**config.mk**
```make
export PLATFORM = sky130hd
export DESIGN_NAME = round_robin_cpu_scheduler_core
export DESIGN_NICKNAME = d
export VERILOG_FILES = /design/src/rtl/rrs_pkg.sv /design/src/rtl/rrs_cfg_regs.sv /design/src/rtl/rrs_ctrl.sv /design/src/rtl/rrs_dp.sv /design/src/rtl/round_robin_cpu_scheduler_core.sv
export SDC_FILE = /design/constraint.sdc
export NUM_CORES = 2
export LEC_CHECK = 0
export BUFFER_PORTS_ARGS = -buffer_cell sky130_fd_sc_hd__buf_2
export CORE_MARGIN = 1
export CORE_UTILIZATION = 62
export DETAILED_ROUTE_END_ITERATION = 8
export PLACE_DENSITY = 0.81
export REMOVE_ABC_BUFFERS = 1
export SLEW_MARGIN = 5
export SYNTH_ARGS = -nofsm -noshare
export SYNTH_HDL_FRONTEND = slang
export SYNTH_SLANG_ARGS = --single-unit
```
**constraint.sdc**
```tcl
create_clock -name i_clk -period 10.3 [get_ports i_clk]
set_input_delay 3.09 -clock i_clk [delete_from_list [all_inputs] [get_ports i_clk]]
set_output_delay 3.09 -clock i_clk [all_outputs]
set_load 0.005 [all_outputs]
```
**src/rtl/rrs_pkg.sv**
```systemverilog
package rrs_pkg;

    localparam int QUEUE_DEPTH = 16;
    localparam int PTR_W       = $clog2(QUEUE_DEPTH);
    localparam int CNT_W       = $clog2(QUEUE_DEPTH + 1);

    localparam int PID_W   = 8;
    localparam int BURST_W = 12;
    localparam int TIME_W  = 32;
    localparam int COST_W  = 8;

    localparam int IN_DATA_W  = 56;
    localparam int OUT_DATA_W = 144;

    localparam int APB_ADDR_W = 4;
    localparam int APB_DATA_W = 32;

    localparam logic [1:0] REG_TIME_SLICE   = 2'd0;
    localparam logic [1:0] REG_SWITCH_COST  = 2'd1;
    localparam logic [1:0] REG_RESTART_COST = 2'd2;

    localparam logic [COST_W-1:0] RST_TIME_SLICE   = 8'd2;
    localparam logic [COST_W-1:0] RST_SWITCH_COST  = 8'd0;
    localparam logic [COST_W-1:0] RST_RESTART_COST = 8'd7;

    localparam logic MODE_ADMIT = 1'b0;
    localparam logic MODE_TICK  = 1'b1;

    typedef struct packed {
        logic capture;
        logic load;
        logic commit;
    } t_cmd;

    typedef struct packed {
        logic [COST_W-1:0] time_slice;
        logic [COST_W-1:0] switch_cost;
        logic [COST_W-1:0] restart_cost;
    } t_cfg;

    function automatic logic [PTR_W-1:0] next_slot(input logic [PTR_W-1:0] p);
        logic [PTR_W-1:0] r;
        if (p == PTR_W'(QUEUE_DEPTH - 1)) begin
            r = '0;
        end else begin
            r = p + PTR_W'(1);
        end
        return r;
    endfunction

endpackage

```
**src/rtl/rrs_cfg_regs.sv**
```systemverilog
module rrs_cfg_regs
    import rrs_pkg::*;
(
    input  logic                  i_clk,
    input  logic                  i_rst_n,
    input  logic                  i_psel,
    input  logic                  i_penable,
    input  logic                  i_pwrite,
    input  logic [APB_ADDR_W-1:0] i_paddr,
    input  logic [APB_DATA_W-1:0] i_pwdata,
    output logic [APB_DATA_W-1:0] o_prdata,
    output logic                  o_pready,
    output t_cfg                  o_cfg
);

    t_cfg r_cfg;
    logic wr_en;
    logic [1:0] reg_idx;

    assign o_pready = 1'b1;
    assign wr_en    = i_psel && i_penable && i_pwrite;
    assign reg_idx  = i_paddr[3:2];

    always_ff @(posedge i_clk) begin
        if (!i_rst_n) begin
            r_cfg.time_slice   <= RST_TIME_SLICE;
            r_cfg.switch_cost  <= RST_SWITCH_COST;
            r_cfg.restart_cost <= RST_RESTART_COST;
        end else if (wr_en) begin
            unique case (reg_idx)
                REG_TIME_SLICE:   r_cfg.time_slice   <= i_pwdata[COST_W-1:0];
                REG_SWITCH_COST:  r_cfg.switch_cost  <= i_pwdata[COST_W-1:0];
                REG_RESTART_COST: r_cfg.restart_cost <= i_pwdata[COST_W-1:0];
                default: ;
            endcase
        end
    end

    always_comb begin
        unique case (reg_idx)
            REG_TIME_SLICE:   o_prdata = APB_DATA_W'(r_cfg.time_slice);
            REG_SWITCH_COST:  o_prdata = APB_DATA_W'(r_cfg.switch_cost);
            REG_RESTART_COST: o_prdata = APB_DATA_W'(r_cfg.restart_cost);
            default:          o_prdata = '0;
        endcase
    end

    assign o_cfg = r_cfg;

endmodule

```
**src/rtl/rrs_ctrl.sv**
```systemverilog
module rrs_ctrl
    import rrs_pkg::*;
(
    input  logic i_clk,
    input  logic i_rst_n,
    input  logic i_in_valid,
    output logic o_in_ready,
    output logic o_out_valid,
    input  logic i_out_ready,
    output t_cmd o_cmd
);

    typedef enum logic [1:0] {
        S_IDLE,
        S_LOAD,
        S_CALC
    } t_state;

    t_state r_state, n_state;
    logic   r_out_valid, n_out_valid;

    always_comb begin
        n_state     = r_state;
        n_out_valid = r_out_valid && !i_out_ready;
        o_cmd       = '0;
        unique case (r_state)
            S_IDLE: begin
                if (i_in_valid) begin
                    o_cmd.capture = 1'b1;
                    n_state       = S_LOAD;
                end
            end
            S_LOAD: begin
                o_cmd.load = 1'b1;
                n_state    = S_CALC;
            end
            S_CALC: begin
                if (!r_out_valid || i_out_ready) begin
                    o_cmd.commit = 1'b1;
                    n_out_valid  = 1'b1;
                    n_state      = S_IDLE;
                end
            end
            default: n_state = S_IDLE;
        endcase
    end

    always_ff @(posedge i_clk) begin
        if (!i_rst_n) begin
            r_state     <= S_IDLE;
            r_out_valid <= 1'b0;
        end else begin
            r_state     <= n_state;
            r_out_valid <= n_out_valid;
        end
    end

    assign o_in_ready  = (r_state == S_IDLE);
    assign o_out_valid = r_out_valid;

endmodule

```
**src/rtl/rrs_dp.sv**
```systemverilog
module rrs_dp
    import rrs_pkg::*;
(
    input  logic                  i_clk,
    input  logic                  i_rst_n,
    input  t_cmd                  i_cmd,
    input  t_cfg                  i_cfg,
    input  logic [IN_DATA_W-1:0]  i_data,
    input  logic                  i_mode,
    output logic [OUT_DATA_W-1:0] o_data
);

    logic [PID_W-1:0]   r_job_ids     [QUEUE_DEPTH];
    logic [BURST_W-1:0] r_job_bursts  [QUEUE_DEPTH];
    logic [BURST_W-1:0] r_job_rem     [QUEUE_DEPTH];
    logic [TIME_W-1:0]  r_job_arr     [QUEUE_DEPTH];
    logic               r_job_seen    [QUEUE_DEPTH];

    logic [PTR_W-1:0]  r_head, r_tail;
    logic [CNT_W-1:0]  r_count;
    logic [COST_W-1:0] r_slice;
    logic [TIME_W-1:0] r_time;
    logic              r_restart_pend;

    logic               r_mode;
    logic [PID_W-1:0]   r_in_pid;
    logic [BURST_W-1:0] r_in_burst;
    logic [TIME_W-1:0]  r_in_arr;

    logic               r_busy, r_full;
    logic [PID_W-1:0]   r_h_id;
    logic [BURST_W-1:0] r_h_burst, r_h_rem;
    logic [TIME_W-1:0]  r_h_arr, r_h_sum, r_t1;
    logic               r_h_seen;

    logic [OUT_DATA_W-1:0] r_out;

    logic [BURST_W-1:0] rem_new;
    logic [COST_W-1:0]  slice_new;
    logic               done, rotate, last_job;
    logic [COST_W-1:0]  cost;
    logic [TIME_W-1:0]  resp, ta, wait_t, time_new;
    logic               we;
    logic [PTR_W-1:0]   w_addr;
    logic [PID_W-1:0]   w_id;
    logic [BURST_W-1:0] w_burst, w_rem;
    logic [TIME_W-1:0]  w_arr;
    logic               w_seen;
    logic [OUT_DATA_W-1:0] n_out;

    always_ff @(posedge i_clk) begin
        if (i_cmd.capture) begin
            r_mode     <= i_mode;
            r_in_pid   <= i_data[7:0];
            r_in_burst <= i_data[19:8];
            r_in_arr   <= i_data[51:20];
        end
    end

    always_ff @(posedge i_clk) begin
        if (i_cmd.load) begin
            r_busy    <= (r_count != '0);
            r_full    <= (r_count == CNT_W'(QUEUE_DEPTH));
            r_h_id    <= r_job_ids[r_head];
            r_h_burst <= r_job_bursts[r_head];
            r_h_rem   <= r_job_rem[r_head];
            r_h_arr   <= r_job_arr[r_head];
            r_h_seen  <= r_job_seen[r_head];
            r_h_sum   <= r_job_arr[r_head] + TIME_W'(r_job_bursts[r_head]);
            if (r_count != '0 && r_restart_pend) begin
                r_t1 <= r_time + TIME_W'(i_cfg.restart_cost);
            end else begin
                r_t1 <= r_time;
            end
        end
    end

    always_comb begin
        rem_new   = (r_h_rem == '0) ? '0 : r_h_rem - BURST_W'(1);
        slice_new = r_slice + COST_W'(1);
        done      = (rem_new == '0);
        rotate    = !done && (slice_new == i_cfg.time_slice);
        last_job  = (r_count == CNT_W'(1));
        resp      = r_t1 - r_h_arr;
        ta        = r_t1 - r_h_arr + TIME_W'(1);
        wait_t    = r_t1 - r_h_sum + TIME_W'(1);

        priority if (done) begin
            cost = last_job ? i_cfg.restart_cost : i_cfg.switch_cost;
        end else if (rotate) begin
            cost = i_cfg.switch_cost;
        end else begin
            cost = '0;
        end
        if (!r_busy) begin
            cost = '0;
        end
        time_new = r_t1 + TIME_W'(cost) + TIME_W'(1);

        if (r_mode == MODE_ADMIT) begin
            we      = !r_full;
            w_addr  = r_tail;
            w_id    = r_in_pid;
            w_burst = r_in_burst;
            w_rem   = r_in_burst;
            w_arr   = r_in_arr;
            w_seen  = 1'b0;
        end else begin
            we      = r_busy;
            w_addr  = rotate ? r_tail : r_head;
            w_id    = r_h_id;
            w_burst = r_h_burst;
            w_rem   = rem_new;
            w_arr   = r_h_arr;
            w_seen  = 1'b1;
        end

        n_out = '0;
        if (r_mode == MODE_ADMIT) begin
            n_out[0]       = !r_full;
            n_out[139:108] = r_time;
        end else begin
            n_out[139:108] = time_new;
            if (r_busy) begin
                n_out[1]     = 1'b1;
                n_out[9:2]   = r_h_id;
                n_out[10]    = !r_h_seen;
                n_out[42:11] = r_h_seen ? '0 : resp;
                n_out[43]    = done;
                n_out[75:44] = done ? ta : '0;
                n_out[107:76] = done ? wait_t : '0;
            end
        end
    end

    always_ff @(posedge i_clk) begin
        if (i_cmd.commit && we) begin
            r_job_ids[w_addr]    <= w_id;
            r_job_bursts[w_addr] <= w_burst;
            r_job_rem[w_addr]    <= w_rem;
            r_job_arr[w_addr]    <= w_arr;
            r_job_seen[w_addr]   <= w_seen;
        end
        if (i_cmd.commit) begin
            r_out <= n_out;
        end
    end

    always_ff @(posedge i_clk) begin
        if (!i_rst_n) begin
            r_head         <= '0;
            r_tail         <= '0;
            r_count        <= '0;
            r_slice        <= '0;
            r_time         <= '0;
            r_restart_pend <= 1'b0;
        end else if (i_cmd.commit) begin
            if (r_mode == MODE_ADMIT) begin
                if (!r_full) begin
                    r_tail  <= next_slot(r_tail);
                    r_count <= r_count + CNT_W'(1);
                end
            end else begin
                r_time <= time_new;
                if (r_busy) begin
                    r_restart_pend <= done && last_job;
                    priority if (done) begin
                        r_head  <= next_slot(r_head);
                        r_count <= r_count - CNT_W'(1);
                        r_slice <= '0;
                    end else if (rotate) begin
                        r_head  <= next_slot(r_head);
                        r_tail  <= next_slot(r_tail);
                        r_slice <= '0;
                    end else begin
                        r_slice <= slice_new;
                    end
                end
            end
        end
    end

    assign o_data = r_out;

endmodule

```
**src/rtl/round_robin_cpu_scheduler_core.sv**
```systemverilog
// Each input transfer is captured, the queue head is read, then the update forms the result.
// The controller runs a capture/read/update sequence and takes a new item only after
// the update step; a result not taken stalls the update step.
// Reset: synchronous, active low; queue empty, time zero, registers at 2, 0 and 7.
// Queue slots are not cleared; the head slot is always read, but only occupied slots are used.
module round_robin_cpu_scheduler_core
    import rrs_pkg::*;
(
    input  logic                  i_clk,
    input  logic                  i_rst_n,
    input  logic                  i_s_axis_tvalid,
    output logic                  o_s_axis_tready,
    // process_id[7:0], burst_length[19:8], arrival_stamp[51:20], zero pad
    input  logic [IN_DATA_W-1:0]  i_s_axis_tdata,
    // mode[0]
    input  logic                  i_s_axis_tuser,
    output logic                  o_m_axis_tvalid,
    input  logic                  i_m_axis_tready,
    // admit_ok[0], busy_res[1], running_pid[9:2], first_run[10], resp_latency[42:11],
    // finished[43], turnaround[75:44], wait_time[107:76], time_now[139:108], zero pad
    output logic [OUT_DATA_W-1:0] o_m_axis_tdata,
    input  logic                  psel,
    input  logic                  penable,
    input  logic                  pwrite,
    input  logic [APB_ADDR_W-1:0] paddr,
    input  logic [APB_DATA_W-1:0] pwdata,
    output logic [APB_DATA_W-1:0] prdata,
    output logic                  pready
);

    t_cmd cmd;
    t_cfg cfg;

    rrs_cfg_regs u_cfg (
        .i_clk     (i_clk),
        .i_rst_n   (i_rst_n),
        .i_psel    (psel),
        .i_penable (penable),
        .i_pwrite  (pwrite),
        .i_paddr   (paddr),
        .i_pwdata  (pwdata),
        .o_prdata  (prdata),
        .o_pready  (pready),
        .o_cfg     (cfg)
    );

    rrs_ctrl u_ctrl (
        .i_clk       (i_clk),
        .i_rst_n     (i_rst_n),
        .i_in_valid  (i_s_axis_tvalid),
        .o_in_ready  (o_s_axis_tready),
        .o_out_valid (o_m_axis_tvalid),
        .i_out_ready (i_m_axis_tready),
        .o_cmd       (cmd)
    );

    rrs_dp u_dp (
        .i_clk   (i_clk),
        .i_rst_n (i_rst_n),
        .i_cmd   (cmd),
        .i_cfg   (cfg),
        .i_data  (i_s_axis_tdata),
        .i_mode  (i_s_axis_tuser),
        .o_data  (o_m_axis_tdata)
    );

endmodule

```
## Word-level counts from Yosys, hierarchy flattened

Memories as Yosys holds them, arrays and structs flattened. A register that Yosys moved wholly into a read port is not among the register bits.
Index checks and enable logic that the tools add are counted.

| operators by class | value |
|---|---|
| $add $sub $neg | 14 |
| eq/ne operators | 16 |
| multiplexer cells | 48 |
| bitwise logic cells | 2 |
| reduce and logical (&&, ||, !) cells | 30 |

Operators with widths:

| cell | number |
|---|---|
| adder 32 x 1 -> 32 bit, second input constant | 3 |
| 2-to-1 mux 32 bit | 3 |
| adder 32 x 8 -> 32 bit | 2 |
| subtractor 32 bit | 2 |
| 2-to-1 mux 4 bit | 15 |
| 2-to-1 mux 8 bit | 7 |
| 2-to-1 mux 12 bit | 3 |
| adder 32 x 12 -> 32 bit | 1 |
| zero test 12 bit | 2 |
| one-hot mux 8 bit (3 select lines) | 1 |
| 2-to-1 mux 5 bit | 4 |
| 2-to-1 mux 1 bit | 12 |
| subtractor 12 x 1 -> 12 bit, second input constant | 1 |
| inequality test 2 bit, second input constant | 5 |
| AND reduction 2 bit | 5 |
| adder 4 x 1 -> 4 bit, second input constant | 2 |
| adder 8 x 1 -> 8 bit, second input constant | 1 |
| == test 4 bit, second input constant | 2 |
| == test 8 bit | 1 |
| AND reduction 4 bit | 2 |
| logical AND 1 bit | 7 |
| one-hot mux 2 bit (3 select lines) | 1 |
| AND reduction 3 bit | 2 |
| adder 5 x 1 -> 5 bit, second input constant | 1 |
| 15 further kinds | 25 |

| word-level totals | value |
|---|---|
| flip-flop bits (word level) | 384 |
| bits in writable memories | 1040 |
| input bits | 100 |
| output and inout port bits | 179 |
| logic and storage cells | 142 |
| memories | 5 |

Memory list:

| memory | words | width | read ports | clocked after Yosys merged registers in | write ports | line | RTL |
|---|---|---|---|---|---|---|---|
| u_dp.r_job_arr | 16 | 32 | 1 | 1 | 1 | rrs_dp.sv:16 | `logic [TIME_W-1:0] r_job_arr [QUEUE_DEPTH];` |
| u_dp.r_job_bursts | 16 | 12 | 1 | 1 | 1 | rrs_dp.sv:14 | `logic [BURST_W-1:0] r_job_bursts [QUEUE_DEPTH];` |
| u_dp.r_job_rem | 16 | 12 | 1 | 1 | 1 | rrs_dp.sv:15 | `logic [BURST_W-1:0] r_job_rem [QUEUE_DEPTH];` |
| u_dp.r_job_ids | 16 | 8 | 1 | 1 | 1 | rrs_dp.sv:13 | `logic [PID_W-1:0] r_job_ids [QUEUE_DEPTH];` |
| u_dp.r_job_seen | 16 | 1 | 1 | 1 | 1 | rrs_dp.sv:17 | `logic r_job_seen [QUEUE_DEPTH];` |

## Depth between registers and ports, before layout

| logic depth | value |
|---|---|
| depth in word-level cells | 11 |
| mapped depth | 27 |
| gate-level depth less buffers | 25 |

## Modules after synthesis

From an unflattened synthesis, not the netlist that was laid out.

| second synthesis, totals | value |
|---|---|
| cells, all modules | 3644 |
| area total of the unflattened synthesis | 61926.9 um^2 |

Modules (own cells, without submodules):

| module | instances | cells an instance | area an instance (um^2) |
|---|---|---|---|
| rrs_dp | 1 | 3481 | 60455.5 |
| rrs_cfg_regs | 1 | 150 | 1332.5 |
| rrs_ctrl | 1 | 13 | 138.9 |

## Worst setup path after synthesis

Ideal clock, no wire load.

| timing path | value |
|---|---|
| path type | input-to-reg |
| start | in i_m_axis_tready |
| end | reg u_dp.r_time[0] |
| arrival | 8113 ps |
| slack | 2056 ps |
| cell stages on the path | 5 |
| buffers on the path | 1 |
| cell sequence | nand2b_1 nor2b_1 clkbuf_1 mux2i_1 nor2_1 |

RTL lines:

| element | line | RTL |
|---|---|---|
| start: declaration | round_robin_cpu_scheduler_core.sv:18 | `input logic i_m_axis_tready,` |
| end signal: assignment | rrs_dp.sv:164 | `r_time <= time_new;` |
| end: declaration | rrs_dp.sv:22 | `logic [TIME_W-1:0] r_time;` |

## Worst setup path in the final report

| timing path | value |
|---|---|
| start | reg u_dp.r_h_rem[0] (read register of u_dp.r_job_rem) |
| end | reg u_dp.r_out[138], in the netlist u_dp.o_data[138], data pin |

| between the ends | value |
|---|---|
| word-level cells in the longest chain between the ends | 11 |

RTL lines:

| element | line | RTL |
|---|---|---|
| start: declaration | rrs_dp.sv:32 | `logic [BURST_W-1:0] r_h_burst, r_h_rem;` |
| subtractor 12 x 1 -> 12 bit / zero test 12 bit (equally long branches) | rrs_dp.sv:79 | `rem_new = (r_h_rem == '0) ? '0 : r_h_rem - BURST_W'(1);` |
| 2-to-1 mux 12 bit * | rrs_dp.sv:79 |  |
| zero test 12 bit * | rrs_dp.sv:81 | `done = (rem_new == '0);` |
| zero test 1 bit | rrs_dp.sv:82 | `rotate = !done && (slice_new == i_cfg.time_slice);` |
| logical AND 1 bit | rrs_dp.sv:82 |  |
| 2-to-1 mux 8 bit | rrs_dp.sv:90 | `end else if (rotate) begin` |
| 2-to-1 mux 8 bit * | rrs_dp.sv:88 | `priority if (done) begin` |
| 2-to-1 mux 8 bit * | rrs_dp.sv:95 | `if (!r_busy) begin` |
| adder 32 x 8 -> 32 bit * | rrs_dp.sv:98 | `time_new = r_t1 + TIME_W'(cost) + TIME_W'(1);` |
| adder 32 x 1 -> 32 bit * | rrs_dp.sv:98 |  |
| 2-to-1 mux 32 bit * | -- |  |
| net u_dp.n_out[138] | rrs_dp.sv:49 | `logic [OUT_DATA_W-1:0] n_out;` |
| end signal: assignment | rrs_dp.sv:145 | `r_out <= n_out;` |
| end: declaration | rrs_dp.sv:36 | `logic [OUT_DATA_W-1:0] r_out;` |

Mark *: on every way through the listed nets, which the timed path passes. The rest lies on a longest branch.
A chain may end at the register's enable or synchronous reset.

==> flow_summary.json <==
{
  "status": "finished clean",
  "reg2regPathDepth": 25,
  "grt_pass1_wl_um": 224000,
  "setup_violations": 0,
  "synth_area_um2": 61400,
  "setup_slack_ns": 2.99,
  "start_util": 0.624,
  "antenna_cells": 0,
  "maxSlewViolCount": 0,
  "yosysSeqAreaShare": 0.695,
  "die_w_um": 317,
  "gp_congestion": 0.904,
  "drc": 0,
  "p_per_area_nw_per_um2": 179,
  "antenna_found_initial": 8,
  "port_buffers": 219,
  "synthTopCellsByCount": "edfxtp_1, mux4_2, nor2_1",
  "final_net_count": 4072,
  "p_sw_mw": 2.65,
  "leakagePower_nw": 23.0,
  "ioPinCount": 279,
  "h-tree-depth": 4,
  "synthArstFlopShare": 0,
  "die_area_um2": 100000,
  "synth_top_area_frac": 0.667,
  "vias": 34829,
  "tightestPinTransition_ns": 1.45,
  "yosysTopAreaCell": "edfxtp_1",
  "fmax_ghz": 0.137,
  "seqCellArea_um2": 42700,
  "postCtsSetupBuffers": 0,
  "r2r_slack_ns": 2.99,
  "hold_viol_final": 0,
  "swShare": 0.216,
  "clk_path_buf_depth": 3,
  "multiInputGateArea_um2": 17700,
  "holdPathStages": 2,
  "nFillCells": 5753,
  "final.min_clock_period_ns": 7.31,
  "critPathArrivalTime_ns": 7.75,
  "synth_ff_type": "edfxtp_1",
  "power.share.sequential": 0.536,
  "wl_per_cell_um": 29.3,
  "ys_types": 91,
  "p_comb_frac": 0.044,
  "core_um2": 98300,
  "postCtsHoldBufs": 0,
  "critPathMaxFanout": 8,
  "synth_area_leaders": "edfxtp_1, mux4_2, dfxtp_1, ha_1, nor2_1",
  "p_int_mw": 9.61,
  "drv_cap": 0,
  "dieHeight_um": 317,
  "hold_class": "reg2reg",
  "cts_root_buf": "clkbuf_16",
  "dr.pass1.iters": 6,
  "num_rows": 115,
  "first_global_vias": 34632,
  "vdd_drop_max_uv": 129,
  "reg2reg_to": "u_dp.o_data[138]$_DFFE_PP_",
  "cts_buffers": 143,
  "drive_gt1_frac": 0.229,
  "crit_path_end": "u_dp.o_data[138]$_DFFE_PP_",
  "clockPowerShare": 0.420,
  "gr-usage-all-layers": 0.309,
  "hpwl_um": 83400,
  "synth_seq_cells": 1449,
  "clock-sinks": 1449,
  "crit_start": "u_dp.r_h_rem[0]$_DFFE_PN_",
  "start_kind": "flop",
  "drt_iter0_drc": 4823,
  "grt_overflow": 0,
  "relSlewSlack": 0.0365,
  "syn_area_per_cell_um2": 17.2,
  "post-synth-top-count-cell": "edfxtp_1",
  "cts_resized": 0,
  "crit_type": "reg2reg",
  "endpoint_kind": "flop",
  "max_stage_delay_ns": 0.64,
  "synth-warning-count": 0,
  "cts_tree": "done",
  "grt_max_degree": 175,
  "rsz0062_at_grt": "false",
  "final_util": 0.697,
  "regToRegStartpoint": "u_dp.r_h_rem[0]$_DFFE_PN_",
  "viasPerCell": 6.65,
  "period_share": 0.710,
  "syn_to_final_growth_pct": 11.7,
  "cp_slowest_cell": "or4b_1",
  "fin_skew_ns": 0.0361,
  "cp.required_ns": 10.74,
  "synth_edf_count": 1364,
  "synthesis.instances": 3563,
  "ant_nets": 0,
  "insertion_delay_ns": 0.75,
  "clk_pin_slew_worst_paths_ns": 0.06,
  "dp_slack_ns": 3.06,
  "drt-total-wl_um": 153000
}
## flip-flops by register name (all words and copies together) (netlist names), 16 cells and up, named ones only
name and flops:
u_dp.r_h_arr 32, u_dp.r_job_arr 512, u_dp.r_job_rem 192, u_dp.r_job_seen 16, u_dp.r_t1 32, u_dp.r_h_sum 32
u_dp.r_in_arr 32, u_dp.r_job_ids 128, u_dp.r_job_bursts 192, u_cfg.o_cfg 24, u_dp.r_time 32, u_dp.o_data 140
## how the worst min path moves through the flow
stage | start | slack, ns | end
floorplan | u_dp.r_restart_pend$_SDFFE_PN0P_ | 0.44 | u_dp.r_restart_pend$_SDFFE_PN0P_
global placement | u_dp.r_restart_pend$_SDFFE_PN0P_ | 0.46 | u_dp.r_restart_pend$_SDFFE_PN0P_
detailed placement | u_dp.r_restart_pend$_SDFFE_PN0P_ | 0.46 | u_dp.r_restart_pend$_SDFFE_PN0P_
CTS | u_dp.r_restart_pend$_SDFFE_PN0P_ | 0.47 | u_dp.r_restart_pend$_SDFFE_PN0P_
global route | u_dp.r_restart_pend$_SDFFE_PN0P_ | 0.52 | u_dp.r_restart_pend$_SDFFE_PN0P_
finish | u_dp.r_restart_pend$_SDFFE_PN0P_ | 0.48 | u_dp.r_restart_pend$_SDFFE_PN0P_
## cell usage in the layout (no fill, tap or decap), drive strengths merged, types with 9 or more instances in the layout
| master | instances |
|---|---|
| clkbuf | 173 |
| nor3b | 14 |
| edfxtp | 1364 |
| mux2 | 48 |
| buf | 266 |
| and2 | 22 |
| conb | 29 |
| o21ai | 112 |
| and3 | 47 |
| nand4 | 24 |
| nand2b | 24 |
| nand3 | 36 |
| a21oi | 146 |
| nor3 | 49 |
| xnor2 | 108 |
| ha | 129 |
| mux4 | 325 |
| inv | 126 |
| xor2 | 74 |
| dfxtp | 85 |
| nand2 | 155 |
| o21a | 20 |
| clkinv | 68 |
| bufinv | 12 |
| a211oi | 16 |
| mux2i | 37 |
| a31oi | 11 |
| nor4 | 9 |
| nor2 | 254 |
| or3 | 15 |
| nor2b | 32 |
| a21o | 28 |
## per-layer routing
| layer | track usage | vias to the layer above | routed length, µm |
|---|---|---|---|
| met5 | 0 | - | 69 |
| met3 | 0.0676 | 469 | 16200 |
| li1 | - | 14461 | - |
| met2 | 0.498 | 2467 | 74500 |
| met4 | 0.128 | 10 | 6340 |
| met1 | 0.411 | 17422 | 56300 |
## kinds of logic (layout without fill, tap and decap cells)
group,count (synthesis),count (layout),share of synthesized area
compound gates,397,397,0.0408
fa+ha+maj,134,134,0.0279
flops,1449,1449,0.695
xor+xnor,182,182,0.0263
other cells,2,29,0.000122
mux,410,410,0.134
buf+inv,283,647,0.0199
simple gates,706,706,0.0555
## power groups by stage
stage	logic [mW]	registers, mW	clock network, mW
finish	0.539	6.58	5.15
global route	0.584	6.58	5.38
CTS	0.529	6.57	5.18
detailed placement	0.517	6.70	0
global placement	0.498	6.70	0
floorplan	0.348	6.69	0
## stage by stage
stage	TNS [ns]	power [mW]	cells	hold WS, ns	cell area, µm²
6_report	0	12.3	5241	0.477	68500
5_1_grt	0	12.5	5241	0.523	68500
4_1_cts	0	12.3	5241	0.474	68500
3_5_place_dp	0	7.22	4980	0.464	64000
3_3_place_gp	0	7.20	4980	0.459	64000
2_1_floorplan	-4072.21	7.04	3427	0.441	60700
## layout make-up
class / count / area share
multi-input cells: 1858 / 0.259
flip-flops and latches: 1449 / 0.623
well taps: 1287 / 0.0235
clock buffers: 173 / 0.0546
inverters: 120 / 0.00657
repair buffers: 266 / 0.0217
clock inverters: 88 / 0.0119
## critical path, delay by kind of cell, from the launching register on
kind            cells  cell delay, ns
compound gates      8            1.61
buf+inv             1            0.10
simple gates       11            3.38
flops               1            0.42
mux                 1            0.40
xor+xnor            1            0.18
fa+ha+maj           3            0.91
(Power assumes the default switching activity.)
